`src/hw/rtl/lphs_pkg.sv`:
```
// Shared types and codes for the linear probing hash set.
package lphs_pkg;

  localparam int KEY_W  = 31;
  localparam int SIZE_W = 7;

  localparam logic [1:0] OP_INSERT = 2'd0;
  localparam logic [1:0] OP_FIND   = 2'd1;
  localparam logic [1:0] OP_REMOVE = 2'd2;

  localparam logic [1:0] ST_DONE      = 2'd0;
  localparam logic [1:0] ST_PRESENT   = 2'd1;
  localparam logic [1:0] ST_NOT_FOUND = 2'd2;
  localparam logic [1:0] ST_FULL      = 2'd3;

  localparam logic [1:0] MARK_EMPTY   = 2'd0;
  localparam logic [1:0] MARK_USED    = 2'd1;
  localparam logic [1:0] MARK_DELETED = 2'd2;

  typedef struct packed {
    logic [1:0]       opcode;
    logic [KEY_W-1:0] key;
  } lphs_in_t;

  typedef struct packed {
    logic       ok;
    logic [1:0] status;
  } lphs_out_t;

  // Classified request handed from the front end to the probe engine.
  typedef struct packed {
    logic [1:0]        opcode;
    logic [KEY_W-1:0]  key;
    logic [SIZE_W-1:0] home;
  } lphs_job_t;

endpackage

```
`src/hw/rtl/lphs_front.sv`:
```
// Front end: accepts requests and works out the home slot by serial remainder.
module lphs_front (
  input  logic                      clk,
  input  logic                      rst_n,
  input  logic                      in_valid,
  output logic                      in_ready,
  input  lphs_pkg::lphs_in_t        in_data,
  input  logic [lphs_pkg::SIZE_W-1:0] size_n,
  output logic                      push_valid,
  input  logic                      push_ready,
  output lphs_pkg::lphs_job_t       push_job
);
  import lphs_pkg::*;

  typedef enum logic [1:0] {F_IDLE, F_DIV, F_PUSH} fstate_t;

  fstate_t           state_r, state_nxt;
  logic [1:0]        op_r, op_nxt;
  logic [KEY_W-1:0]  key_r, key_nxt;
  logic [SIZE_W-1:0] rem_r, rem_nxt;
  logic [4:0]        bit_r, bit_nxt;
  logic [SIZE_W:0]   shifted;

  assign in_ready   = (state_r == F_IDLE);
  assign push_valid = (state_r == F_PUSH);
  assign push_job   = '{opcode: op_r, key: key_r, home: rem_r};

  always_comb begin
    state_nxt = state_r;
    op_nxt    = op_r;
    key_nxt   = key_r;
    rem_nxt   = rem_r;
    bit_nxt   = bit_r;
    shifted   = {rem_r, key_r[bit_r]};
    unique case (state_r)
      F_IDLE: begin
        if (in_valid) begin
          op_nxt    = in_data.opcode;
          key_nxt   = in_data.key;
          rem_nxt   = '0;
          bit_nxt   = 5'(KEY_W - 1);
          state_nxt = F_DIV;
        end
      end
      F_DIV: begin
        // one quotient bit per cycle, remainder stays below the size
        if (shifted >= {1'b0, size_n}) begin
          rem_nxt = SIZE_W'(shifted - {1'b0, size_n});
        end else begin
          rem_nxt = shifted[SIZE_W-1:0];
        end
        if (bit_r == 5'd0) begin
          state_nxt = F_PUSH;
        end else begin
          bit_nxt = bit_r - 5'd1;
        end
      end
      F_PUSH: begin
        if (push_ready) begin
          state_nxt = F_IDLE;
        end
      end
      default: state_nxt = F_IDLE;
    endcase
  end

  always_ff @(posedge clk) begin
    if (!rst_n) begin
      state_r <= F_IDLE;
    end else begin
      state_r <= state_nxt;
    end
    op_r  <= op_nxt;
    key_r <= key_nxt;
    rem_r <= rem_nxt;
    bit_r <= bit_nxt;
  end

endmodule

```
`src/hw/rtl/lphs_queue.sv`:
```
// Two-entry job queue between the front end and the probe engine.
module lphs_queue (
  input  logic                clk,
  input  logic                rst_n,
  input  logic                push_valid,
  output logic                push_ready,
  input  lphs_pkg::lphs_job_t push_job,
  output logic                pop_valid,
  input  logic                pop_ready,
  output lphs_pkg::lphs_job_t pop_job
);
  import lphs_pkg::*;

  lphs_job_t  buf_r [2];
  logic       wr_r, rd_r;
  logic [1:0] cnt_r;
  logic       do_push, do_pop;

  assign push_ready = (cnt_r != 2'd2);
  assign pop_valid  = (cnt_r != 2'd0);
  assign pop_job    = buf_r[rd_r];
  assign do_push    = push_valid && push_ready;
  assign do_pop     = pop_valid && pop_ready;

  always_ff @(posedge clk) begin
    if (!rst_n) begin
      wr_r  <= 1'b0;
      rd_r  <= 1'b0;
      cnt_r <= 2'd0;
    end else begin
      if (do_push) wr_r <= ~wr_r;
      if (do_pop)  rd_r <= ~rd_r;
      cnt_r <= cnt_r + {1'b0, do_push} - {1'b0, do_pop};
    end
    if (do_push) buf_r[wr_r] <= push_job;
  end

endmodule

```
`src/hw/rtl/lphs_back.sv`:
```
// Probe engine: slot memory, linear probe sequencer and result register.
module lphs_back #(
  parameter int SLOTS = 64
) (
  input  logic                        clk,
  input  logic                        rst_n,
  input  logic [lphs_pkg::SIZE_W-1:0] size_n,
  input  logic                        pop_valid,
  output logic                        pop_ready,
  input  lphs_pkg::lphs_job_t         pop_job,
  output logic                        out_valid,
  input  logic                        out_ready,
  output lphs_pkg::lphs_out_t         out_data
);
  import lphs_pkg::*;

  localparam int IW = (SLOTS > 1) ? $clog2(SLOTS) : 1;
  localparam int EW = KEY_W + 2;

  typedef enum logic [2:0] {B_CLEAR, B_IDLE, B_PROBE, B_HOLD} bstate_t;

  logic [EW-1:0] mem [SLOTS];
  logic [EW-1:0] rd_q;
  logic [IW-1:0] raddr, waddr;
  logic [EW-1:0] wdata;
  logic          we;

  bstate_t           state_r, state_nxt;
  logic [IW-1:0]     clr_r, clr_nxt;
  logic [1:0]        op_r, op_nxt;
  logic [KEY_W-1:0]  key_r, key_nxt;
  logic [IW-1:0]     cur_r, cur_nxt;
  logic [SIZE_W-1:0] cnt_r, cnt_nxt;
  logic              fvld_r, fvld_nxt;
  logic [IW-1:0]     free_r, free_nxt;
  lphs_out_t         res_r, res_nxt;
  logic              out_valid_r, out_valid_nxt;
  lphs_out_t         out_data_r, out_data_nxt;

  logic [SIZE_W-1:0] n_m1;
  logic [IW-1:0]     last_idx, next_idx, ins_idx;
  logic [1:0]        mark;
  logic              hit, stop, ins_ok;

  assign n_m1      = size_n - SIZE_W'(1);
  assign last_idx  = IW'(n_m1);
  assign next_idx  = (cur_r == last_idx) ? '0 : cur_r + IW'(1);
  assign mark      = rd_q[EW-1 -: 2];
  assign hit       = (mark == MARK_USED) && (rd_q[KEY_W-1:0] == key_r);
  assign stop      = (mark == MARK_EMPTY) || hit || (cnt_r == n_m1);
  assign pop_ready = (state_r == B_IDLE);
  assign out_valid = out_valid_r;
  assign out_data  = out_data_r;

  always_comb begin
    state_nxt     = state_r;
    clr_nxt       = clr_r;
    op_nxt        = op_r;
    key_nxt       = key_r;
    cur_nxt       = cur_r;
    cnt_nxt       = cnt_r;
    fvld_nxt      = fvld_r;
    free_nxt      = free_r;
    res_nxt       = res_r;
    out_valid_nxt = out_valid_r && !out_ready;
    out_data_nxt  = out_data_r;
    raddr         = cur_r;
    we            = 1'b0;
    waddr         = cur_r;
    wdata         = {MARK_USED, key_r};
    ins_ok        = fvld_r || (mark != MARK_USED);
    ins_idx       = fvld_r ? free_r : cur_r;
    unique case (state_r)
      B_CLEAR: begin
        we    = 1'b1;
        waddr = clr_r;
        wdata = {MARK_EMPTY, key_r};
        if (clr_r == IW'(SLOTS - 1)) begin
          state_nxt = B_IDLE;
        end else begin
          clr_nxt = clr_r + IW'(1);
        end
      end
      B_IDLE: begin
        raddr = IW'(pop_job.home);
        if (pop_valid) begin
          op_nxt   = pop_job.opcode;
          key_nxt  = pop_job.key;
          cur_nxt  = IW'(pop_job.home);
          cnt_nxt  = '0;
          fvld_nxt = 1'b0;
          if (pop_job.opcode == OP_INSERT || pop_job.opcode == OP_FIND ||
              pop_job.opcode == OP_REMOVE) begin
            state_nxt = B_PROBE;
          end else begin
            res_nxt   = '{ok: 1'b0, status: ST_NOT_FOUND};
            state_nxt = B_HOLD;
          end
        end
      end
      B_PROBE: begin
        raddr = next_idx;
        if (stop) begin
          state_nxt = B_HOLD;
          case (op_r)
            OP_INSERT: begin
              if (hit) begin
                res_nxt = '{ok: 1'b0, status: ST_PRESENT};
              end else if (ins_ok) begin
                we      = 1'b1;
                waddr   = ins_idx;
                res_nxt = '{ok: 1'b1, status: ST_DONE};
              end else begin
                res_nxt = '{ok: 1'b0, status: ST_FULL};
              end
            end
            OP_FIND: begin
              res_nxt = hit ? '{ok: 1'b1, status: ST_DONE}
                            : '{ok: 1'b0, status: ST_NOT_FOUND};
            end
            default: begin
              if (hit) begin
                we      = 1'b1;
                wdata   = {MARK_DELETED, key_r};
                res_nxt = '{ok: 1'b1, status: ST_DONE};
              end else begin
                res_nxt = '{ok: 1'b0, status: ST_NOT_FOUND};
              end
            end
          endcase
        end else begin
          if (!fvld_r && mark != MARK_USED) begin
            fvld_nxt = 1'b1;
            free_nxt = cur_r;
          end
          cur_nxt = next_idx;
          cnt_nxt = cnt_r + SIZE_W'(1);
        end
      end
      B_HOLD: begin
        if (!out_valid_r || out_ready) begin
          out_valid_nxt = 1'b1;
          out_data_nxt  = res_r;
          state_nxt     = B_IDLE;
        end
      end
      default: state_nxt = B_IDLE;
    endcase
  end

  always_ff @(posedge clk) begin
    if (we) mem[waddr] <= wdata;
    rd_q <= mem[raddr];
  end

  always_ff @(posedge clk) begin
    if (!rst_n) begin
      state_r     <= B_CLEAR;
      clr_r       <= '0;
      out_valid_r <= 1'b0;
    end else begin
      state_r     <= state_nxt;
      clr_r       <= clr_nxt;
      out_valid_r <= out_valid_nxt;
    end
    op_r       <= op_nxt;
    key_r      <= key_nxt;
    cur_r      <= cur_nxt;
    cnt_r      <= cnt_nxt;
    fvld_r     <= fvld_nxt;
    free_r     <= free_nxt;
    res_r      <= res_nxt;
    out_data_r <= out_data_nxt;
  end

  a_probe_bound: assert property (@(posedge clk) disable iff (!rst_n)
    state_r == B_PROBE |-> cnt_r < size_n)
    else $error("probe count ran past table size");
  a_rose_from_hold: assert property (@(posedge clk) disable iff (!rst_n)
    $rose(out_valid_r) |-> $past(state_r == B_HOLD))
    else $error("result shown without a finished probe");
  a_no_pop_clear: assert property (@(posedge clk) disable iff (!rst_n)
    state_r == B_CLEAR |-> !pop_ready)
    else $error("job taken during clearing pass");

endmodule

```
`src/hw/rtl/linear_probing_hash_set.sv`:
```
// Top level of the linear probing hash set.
// Keys are 31-bit values kept in an open-addressed table of SLOTS entries, of
// which cfg table_size are in use (0 acts as 1, above SLOTS acts as SLOTS).
// Each item gives one result. The front end takes an item, then works out the
// home slot by a bit-serial remainder; a two-entry queue hands the job to
// the probe engine, which reads one slot per cycle from its memory and probes
// at most the size in use. Front and back overlap, so the front end can take
// a new item while the engine still probes an earlier one. After reset the
// engine sweeps all SLOTS entries to mark them empty; items are queued
// meanwhile but not processed. Write table_size only while idle.
module linear_probing_hash_set #(
  parameter int SLOTS = 64
) (
  input  logic                        clk,
  input  logic                        rst_n,
  input  logic                        in_valid,
  output logic                        in_ready,
  input  lphs_pkg::lphs_in_t          in_data,
  output logic                        out_valid,
  input  logic                        out_ready,
  output lphs_pkg::lphs_out_t         out_data,
  input  logic                        cfg_we,
  input  logic [lphs_pkg::SIZE_W-1:0] cfg_wdata
);
  import lphs_pkg::*;

  logic [SIZE_W-1:0] size_r;
  logic [SIZE_W-1:0] size_n;
  logic              push_valid, push_ready, pop_valid, pop_ready;
  lphs_job_t         push_job, pop_job;

  // Hold the size register; reset value is 64, the full table at the default SLOTS.
  always_ff @(posedge clk) begin
    if (!rst_n) begin
      size_r <= SIZE_W'(64);
    end else if (cfg_we) begin
      size_r <= cfg_wdata;
    end
  end

  // Clamp the size in use to 1..SLOTS.
  always_comb begin
    size_n = size_r;
    if (size_r == '0) begin
      size_n = SIZE_W'(1);
    end else if (32'(size_r) > SLOTS) begin
      size_n = SIZE_W'(SLOTS);
    end
  end

  lphs_front u_front (
    .clk        (clk),
    .rst_n      (rst_n),
    .in_valid   (in_valid),
    .in_ready   (in_ready),
    .in_data    (in_data),
    .size_n     (size_n),
    .push_valid (push_valid),
    .push_ready (push_ready),
    .push_job   (push_job)
  );

  lphs_queue u_queue (
    .clk        (clk),
    .rst_n      (rst_n),
    .push_valid (push_valid),
    .push_ready (push_ready),
    .push_job   (push_job),
    .pop_valid  (pop_valid),
    .pop_ready  (pop_ready),
    .pop_job    (pop_job)
  );

  lphs_back #(.SLOTS(SLOTS)) u_back (
    .clk       (clk),
    .rst_n     (rst_n),
    .size_n    (size_n),
    .pop_valid (pop_valid),
    .pop_ready (pop_ready),
    .pop_job   (pop_job),
    .out_valid (out_valid),
    .out_ready (out_ready),
    .out_data  (out_data)
  );

endmodule
```
`config.mk`:
```
export PLATFORM = sky130hd
export DESIGN_NAME = linear_probing_hash_set
export DESIGN_NICKNAME = d
export VERILOG_FILES = /design/src/hw/rtl/lphs_pkg.sv /design/src/hw/rtl/lphs_front.sv /design/src/hw/rtl/lphs_queue.sv /design/src/hw/rtl/lphs_back.sv /design/src/hw/rtl/linear_probing_hash_set.sv
export SDC_FILE = /design/constraint.sdc
export NUM_CORES = 2
export LEC_CHECK = 0
export ABC_CLOCK_PERIOD_IN_PS = 20200
export BUFFER_PORTS_ARGS = -buffer_cell sky130_fd_sc_hd__clkbuf_2
export CORE_MARGIN = 2
export CORE_UTILIZATION = 55
export CTS_CLUSTER_SIZE = 8
export DETAILED_ROUTE_END_ITERATION = 6
export PLACE_DENSITY = 0.71
export SLEW_MARGIN = 5
export SYNTH_ARGS = -nofsm -noshare
export SYNTH_HDL_FRONTEND = slang
export SYNTH_SLANG_ARGS = --single-unit
```
`constraint.sdc`:
```
create_clock -name clk -period 20.2 [get_ports clk]
set_input_delay 3.03 -clock clk [delete_from_list [all_inputs] [get_ports clk]]
set_output_delay 3.03 -clock clk [all_outputs]
set_load 0.05 [all_outputs]
```
Word-level counts from Yosys, hierarchy flattened
Memory sizes are Yosys's and may differ from the RTL's. A register that Yosys moved wholly into a read port is not among the register bits.
Cells that the tools add are included.
{"block": "classes", "mux": 64, "order_cmp": 3, "n_eq_ne": 26, "addsub": 8, "n_reduce_logical": 37, "n_bitwise": 4}
{"cell": "$mux 33", "count": 3}
{"cell": "$pmux 33 s2", "count": 1}
{"cell": "$mux 6", "count": 8}
{"cell": "$mux 7", "count": 6}
{"cell": "$pmux 6 s2", "count": 3}
{"cell": "$mux 3", "count": 11}
{"cell": "$eq 31x31->1", "count": 1}
{"cell": "$pmux 7 s2", "count": 2}
{"cell": "$mux 1", "count": 17}
{"cell": "$ne 2x1->1 const B", "count": 7}
{"cell": "$add 6x1->6 const B", "count": 2}
{"cell": "$ne 2x2->1 const B", "count": 6}
{"cell": "$pmux 3 s4", "count": 1}
{"cell": "$reduce_and 3->1", "count": 4}
{"cell": "$reduce_and 4->1", "count": 3}
{"cell": "$mux 5", "count": 2}
{"cell": "$pmux 5 s2", "count": 1}
{"cell": "$reduce_and 2->1", "count": 5}
{"cell": "$eq 2x1->1 const B", "count": 4}
{"cell": "$ge 8x7->1", "count": 1}
{"cell": "$logic_not 2->1", "count": 4}
{"cell": "$add 7x1->7 const B", "count": 1}
{"cell": "$eq 7x7->1", "count": 1}
{"cell": "$gt 7x7->1 const B", "count": 1}
{"cell": "25 further kinds", "count": 47}
{"block": "word_totals", "ff_bits": 127, "out_inout_bits": 5, "word_cells": 166, "mem_count": 2, "in_bits": 45, "ramBits": 2192}
{"name": "u_back.mem", "words": 64, "width": 33, "rd": 1, "rd_ports_with_merged_regs": 1, "write_ports": 1, "line_no": "lphs_back.sv:22", "text": "logic [EW-1:0] mem [SLOTS];"}
{"name": "u_queue.buf_r", "words": 2, "width": 40, "rd": 1, "rd_ports_with_merged_regs": 1, "write_ports": 1, "line_no": "lphs_queue.sv:14", "text": "lphs_job_t buf_r [2];"}

Longest topological paths before layout
{"block": "depth", "ltp_word": 10, "depth_mapped": 22, "mapped_depth_nobuf": 16}

Hierarchy
Synthesis repeated with hierarchy kept, for this count alone.
{"block": "unflattened", "cells_unflattened": 6219, "area_unflattened_um2": 93005.4}
{"mod": "lphs_back", "area_each_um2": 87256.2, "instances": 1, "seq_area_each_um2": 66033.3, "cells_each": 5864}
{"mod": "lphs_queue", "area_each_um2": 3136.8, "instances": 1, "seq_area_each_um2": 2502.4, "cells_each": 154}
{"mod": "lphs_front", "area_each_um2": 2292.2, "instances": 1, "seq_area_each_um2": 1391.3, "cells_each": 170}
{"mod": "linear_probing_hash_set", "area_each_um2": 320.3, "instances": 1, "seq_area_each_um2": 140.1, "cells_each": 31}

Least setup slack after synthesis
Ideal clock, no wire load.
{"block": "synth_path", "kind": "register -> register", "from": "register u_back.key_r[28]", "to": "memory u_back.mem[45][0] (netlist bit), enable pin", "setup_time_ns": 0.464, "n_path_buf": 1, "path_stages_with_launch": 10, "t_required_ns": 19.736, "setup_slack_ns": 13.595, "arrival_time_ns": 6.141, "period_less_slack_ns": 6.605, "path_cell_list": "edfxtp_1 xor2_1 nor4_1 nand4_1 nor3_1 and3_1 a311o_1 clkbuf_1 nand4b_1 nor3_1"}
{"block": "synth_via", "elab_chain_cells": 8, "elab_cells_between_ends": 15, "cone_classes": "eq/ne: 1; mux: 11; reduce/logical: 3"}
{"element": "from (decl)", "line_no": "lphs_back.sv:31", "text": "logic [KEY_W-1:0] key_r, key_nxt;"}
{"element": "from (signal assigned)", "line_no": "lphs_back.sv:167", "text": "key_r <= key_nxt;"}
{"element": "$eq 31x31->1 *", "line_no": "lphs_back.sv:49", "text": "assign hit = (mark == MARK_USED) && (rd_q[KEY_W-1:0] == key_r);"}
{"element": "$logic_and 1x1->1 *", "line_no": "lphs_back.sv:49"}
{"element": "$mux 1, or another cell as far along", "line_no": "lphs_back.sv:122", "text": "if (hit) begin"}
{"element": "$pmux 1 s2 / $logic_or 1x1->1 (equally long branches)", "line_no": "lphs_back.sv:105, lphs_back.sv:50"}
{"element": "$mux 1", "line_no": "lphs_back.sv:103", "text": "if (stop) begin"}
{"element": "$pmux 1 s2", "line_no": "lphs_back.sv:73", "text": "unique case (state_r)"}
{"element": "$mux 1", "line_no": "lphs_back.sv:152", "text": "if (we) mem[waddr] <= wdata;"}
{"element": "$mux 1 (implied by the code)", "line_no": "lphs_back.sv:152"}
{"element": "to (decl)", "line_no": "lphs_back.sv:22"}
Every way passes the cells marked *; elsewhere a longest branch is shown, timed or not.

Final worst setup path
{"block": "layout_path", "from": "register size_r[3]", "to": "register u_back.rd_q[20] (read register of u_back.mem)"}
{"block": "layout_via", "elab_chain_cells": 7, "elab_cells_between_ends": 8, "cone_classes": "add/sub: 1; order compare: 1; eq/ne: 1; mux: 4; reduce/logical: 1"}
{"element": "from (decl)", "line_no": "linear_probing_hash_set.sv:27", "text": "logic [SIZE_W-1:0] size_r;"}
{"element": "from (signal assigned)", "line_no": "linear_probing_hash_set.sv:37", "text": "size_r <= cfg_wdata;"}
{"element": "$gt 7x7->1", "line_no": "linear_probing_hash_set.sv:46", "text": "end else if (32'(size_r) > SLOTS) begin"}
{"element": "$mux 7", "line_no": "linear_probing_hash_set.sv:46"}
{"element": "$mux 7 *", "line_no": "linear_probing_hash_set.sv:44", "text": "if (size_r == '0) begin"}
{"element": "$sub 7x1->7 *", "line_no": "lphs_back.sv:45", "text": "assign n_m1 = size_n - SIZE_W'(1);"}
{"element": "$eq 6x6->1 *", "line_no": "lphs_back.sv:47", "text": "assign next_idx = (cur_r == last_idx) ? '0 : cur_r + IW'(1);"}
{"element": "$mux 6 *", "line_no": "lphs_back.sv:47"}
{"element": "$pmux 6 s2 *", "line_no": "lphs_back.sv:73"}
{"element": "to (decl)", "line_no": "lphs_back.sv:23", "text": "logic [EW-1:0] rd_q;"}
Marks and branches as above.
A chain may end at the register's enable or synchronous reset.

==> flow_summary.ini <==
[yosys]
yosysSeqAreaShare_pct = 74.8
yosysTopAreaCellShare_pct = 73.6
syn_avg_cell_area_um2 = 14.5
synthSimpleGateAreaFrac_pct = 10.0
synthTopCellsByArea = edfxtp_1, nand2_1, mux2i_1
syn_inst = 6463
synth_top_area_cell = edfxtp_1
yosys_warnings = 0
synth-seq-cells = 2350
synthXorXnorAreaFrac_pct = 0.562
synth.distinct_cells = 83
synth_adder_area_share_pct = 0.262
synth_edf_count = 2294
synthArstFlopShare_pct = 0
synth_compound_area_share_pct = 7.32
synth_flop_cell = edfxtp_1
synth_top_family_by_area = simple AND/OR/NAND/NOR gates
synth.net_count = 6527
syn-cell-area_um2 = 93500
muxShareOfSynthArea_pct = 4.63

[worst_setup_path]
reg2reg_to = u_back.rd_q[20]
cp_common_cell = buf_4
cp-endpoint = u_back.rd_q[20]
max_stage_delay_ps = 840
cp.arrival_ps = 8580
cp.depth = 18
path_delay_family = compound AO/OA/AOI/OAI gates
path_cells = nor3_1, a21oi_1, nor2_1, inv_1, ha_1, nor4bb_1, o21a_1, a2111oi_0, o2111a_2, o21a_4, buf_4, buf_4, buf_4, mux2i_1, a22oi_1, a22oi_1, a21oi_1, or4_1
startpoint_type = flip-flop
rr_worst_depth = 18
critPathKind = reg2reg
r2r-start = size_r[3]
critical_path_buf_inv_count = 4
crit_fanout = 77
worstPathRequired_ps = 20980
end_kind = flip-flop
cp-startpoint = size_r[3]
slowest_stage = buf_4
reg2reg_slack_ps = 12400

[sta]
setup_viol = 0
rsz0062_at_grt = no
finalSetupTns_ps = 0
worst_pin_slew_ps = 1170
slew_headroom_pct = 22.3
finalWorstSetupSlack_ps = 12400
finClkSkew_ps = 58.9
hold_violations = 0
fin_crit_ps = 7800
final-max-slew-violation-count = 0
fmax_ghz = 0.128
period_share_pct = 38.6

[final_layout]
final_common_cell = edfxtp_1
design_area_um2 = 106000
synthToLayoutAreaGrowth_pct = 12.9
drive_above_1_share_pct = 11.3
nNetsFinal = 6679
mostFrequentLayoutCells = edfxtp_1, nand2_1, a21oi_1, nand3_1, clkbuf_16

[route]
vias = 57700
ant_nets = 0
drt_iter0_drc = 7748
vias_per_cell = 6.44
routedWlPerCell_um = 28.5
dr.pass1.iters = 7
drt-total-wl_um = 255000
drc = 0

[power]
finalPower_w = 0.0153
powerDensity_nw_per_um2 = 145
p_leak_nw = 36.2
peakVddDrop_mv = 0.151

[grt]
antenna_found_initial = 13
grt_max_degree = 182
grt_overflow = 0
grtUsageTotal_pct = 29.1
grt_pass1_wl_um = 370000
grt_pass1_vias = 56300

[flow_run]
max-cap-violations = 0

[floorplanning]
die_area_um2 = 173000
boundaryPins = 50
initial_core_util_pct = 55.3
core_um2 = 169000
dieWidth_um = 416
rows = 151
die_h_um = 416

[clocking]
cts_root_buf = clkbuf_16
clk_latency_ps = 930
clkSlewWorstSetupHoldPaths_ps = 50
cts.sinks = 2350
cts_tree = built
cts_buffers = 343
cts.repair.resized = 0
htree_num_levels = 5
hold_buffers = 0
clk_path_buf_depth = 4
post_cts_buffers = 0

[worst_hold_path]
hold_class = reg2reg
whs_path_depth = 0

[placed_design]
placed_cell_area_um2 = 96400
post-dp-hpwl_um = 135000
numPortBuffers = 49
globalplace.congestion = 0.907
pre_cts_ws_ps = 12590

[outcome]
status = finished clean
cell families after synthesis:
family,count (synthesis)
DFF,2350
muxes,413
xor gates and xnor gates,60
buffers and inverters,444
and+or+nand+nor,2146
adders and majority gates,19
AOI/OAI and AO/OA,1031
Yosys cell counts (47+ instances only):
cell	count
edfxtp_1	2294
nand2_1	1334
a21oi_1	437
nand3_1	391
mux2i_1	338
buf_2	170
and3_1	169
a22oi_1	150
clkbuf_1	141
nor2_1	111
o21ai_0	79
mux2_2	66
dfxtp_1	56
a22o_1	52
buf_4	47
report_power, final:
part	switching [W]	total, W	internal [W]
sequential	0.000132	0.00581	0.00567
clock	0.00190	0.00498	0.00308
combinational	0.00318	0.00449	0.00131
flip-flops by register name (all words and copies together), names as in the netlist, 7 cells and up, named ones only:
| signal | flops |
|---|---|
| u_back.rd_q | 33 |
| u_back.cnt_r | 7 |
| u_back.key_r | 31 |
| size_r | 7 |
| u_back.mem | 2112 |
| u_front.key_r | 31 |
| u_front.rem_r | 7 |
| u_queue.buf_r | 78 |
stage by stage:
step / cells / util (%) / hold slack [ps]
detailed placement: 8488 / 57.0 / 405
global placement: 8488 / 57.0 / 406
global route: 8952 / 62.4 / 440
floorplan: 6463 / - / 400
finish: 8954 / 62.4 / 418
CTS: 8951 / 62.4 / 417
final cells by class:
type                            count  area, um^2
Antenna cell                        3        7.51
Timing Repair Buffer              223        1610
Inverter                           28         105
Clock buffer                      459        9150
Tap cell                         2218        2780
Multi-Input combinational cell   3669       21900
Fill cell                       11900       63500
Clock inverter                      4        30.0
Sequential cell                  2350       70000
routing by layer:
layer	global-route usage [%]	wire, um	vias to the layer above
li1	-	-	24600
met1	39.3	94700	28700
met2	45.0	117000	3643
met3	6.35	30100	702
met4	14.7	13200	4
met5	0	26	-
how the worst min path moves through the flow:
stage,start,end
after detailed placement,u_back.res_r[0],u_back.out_data[0]
after CTS,u_back.res_r[0],u_back.out_data[0]
final,u_back.res_r[1],u_back.out_data[1]
after floorplan,u_back.res_r[0],u_back.out_data[0]
after global placement,u_back.res_r[0],u_back.out_data[0]
after global routing,u_back.res_r[0],u_back.out_data[0]
Note: power is estimated with default switching activity, not from simulation.
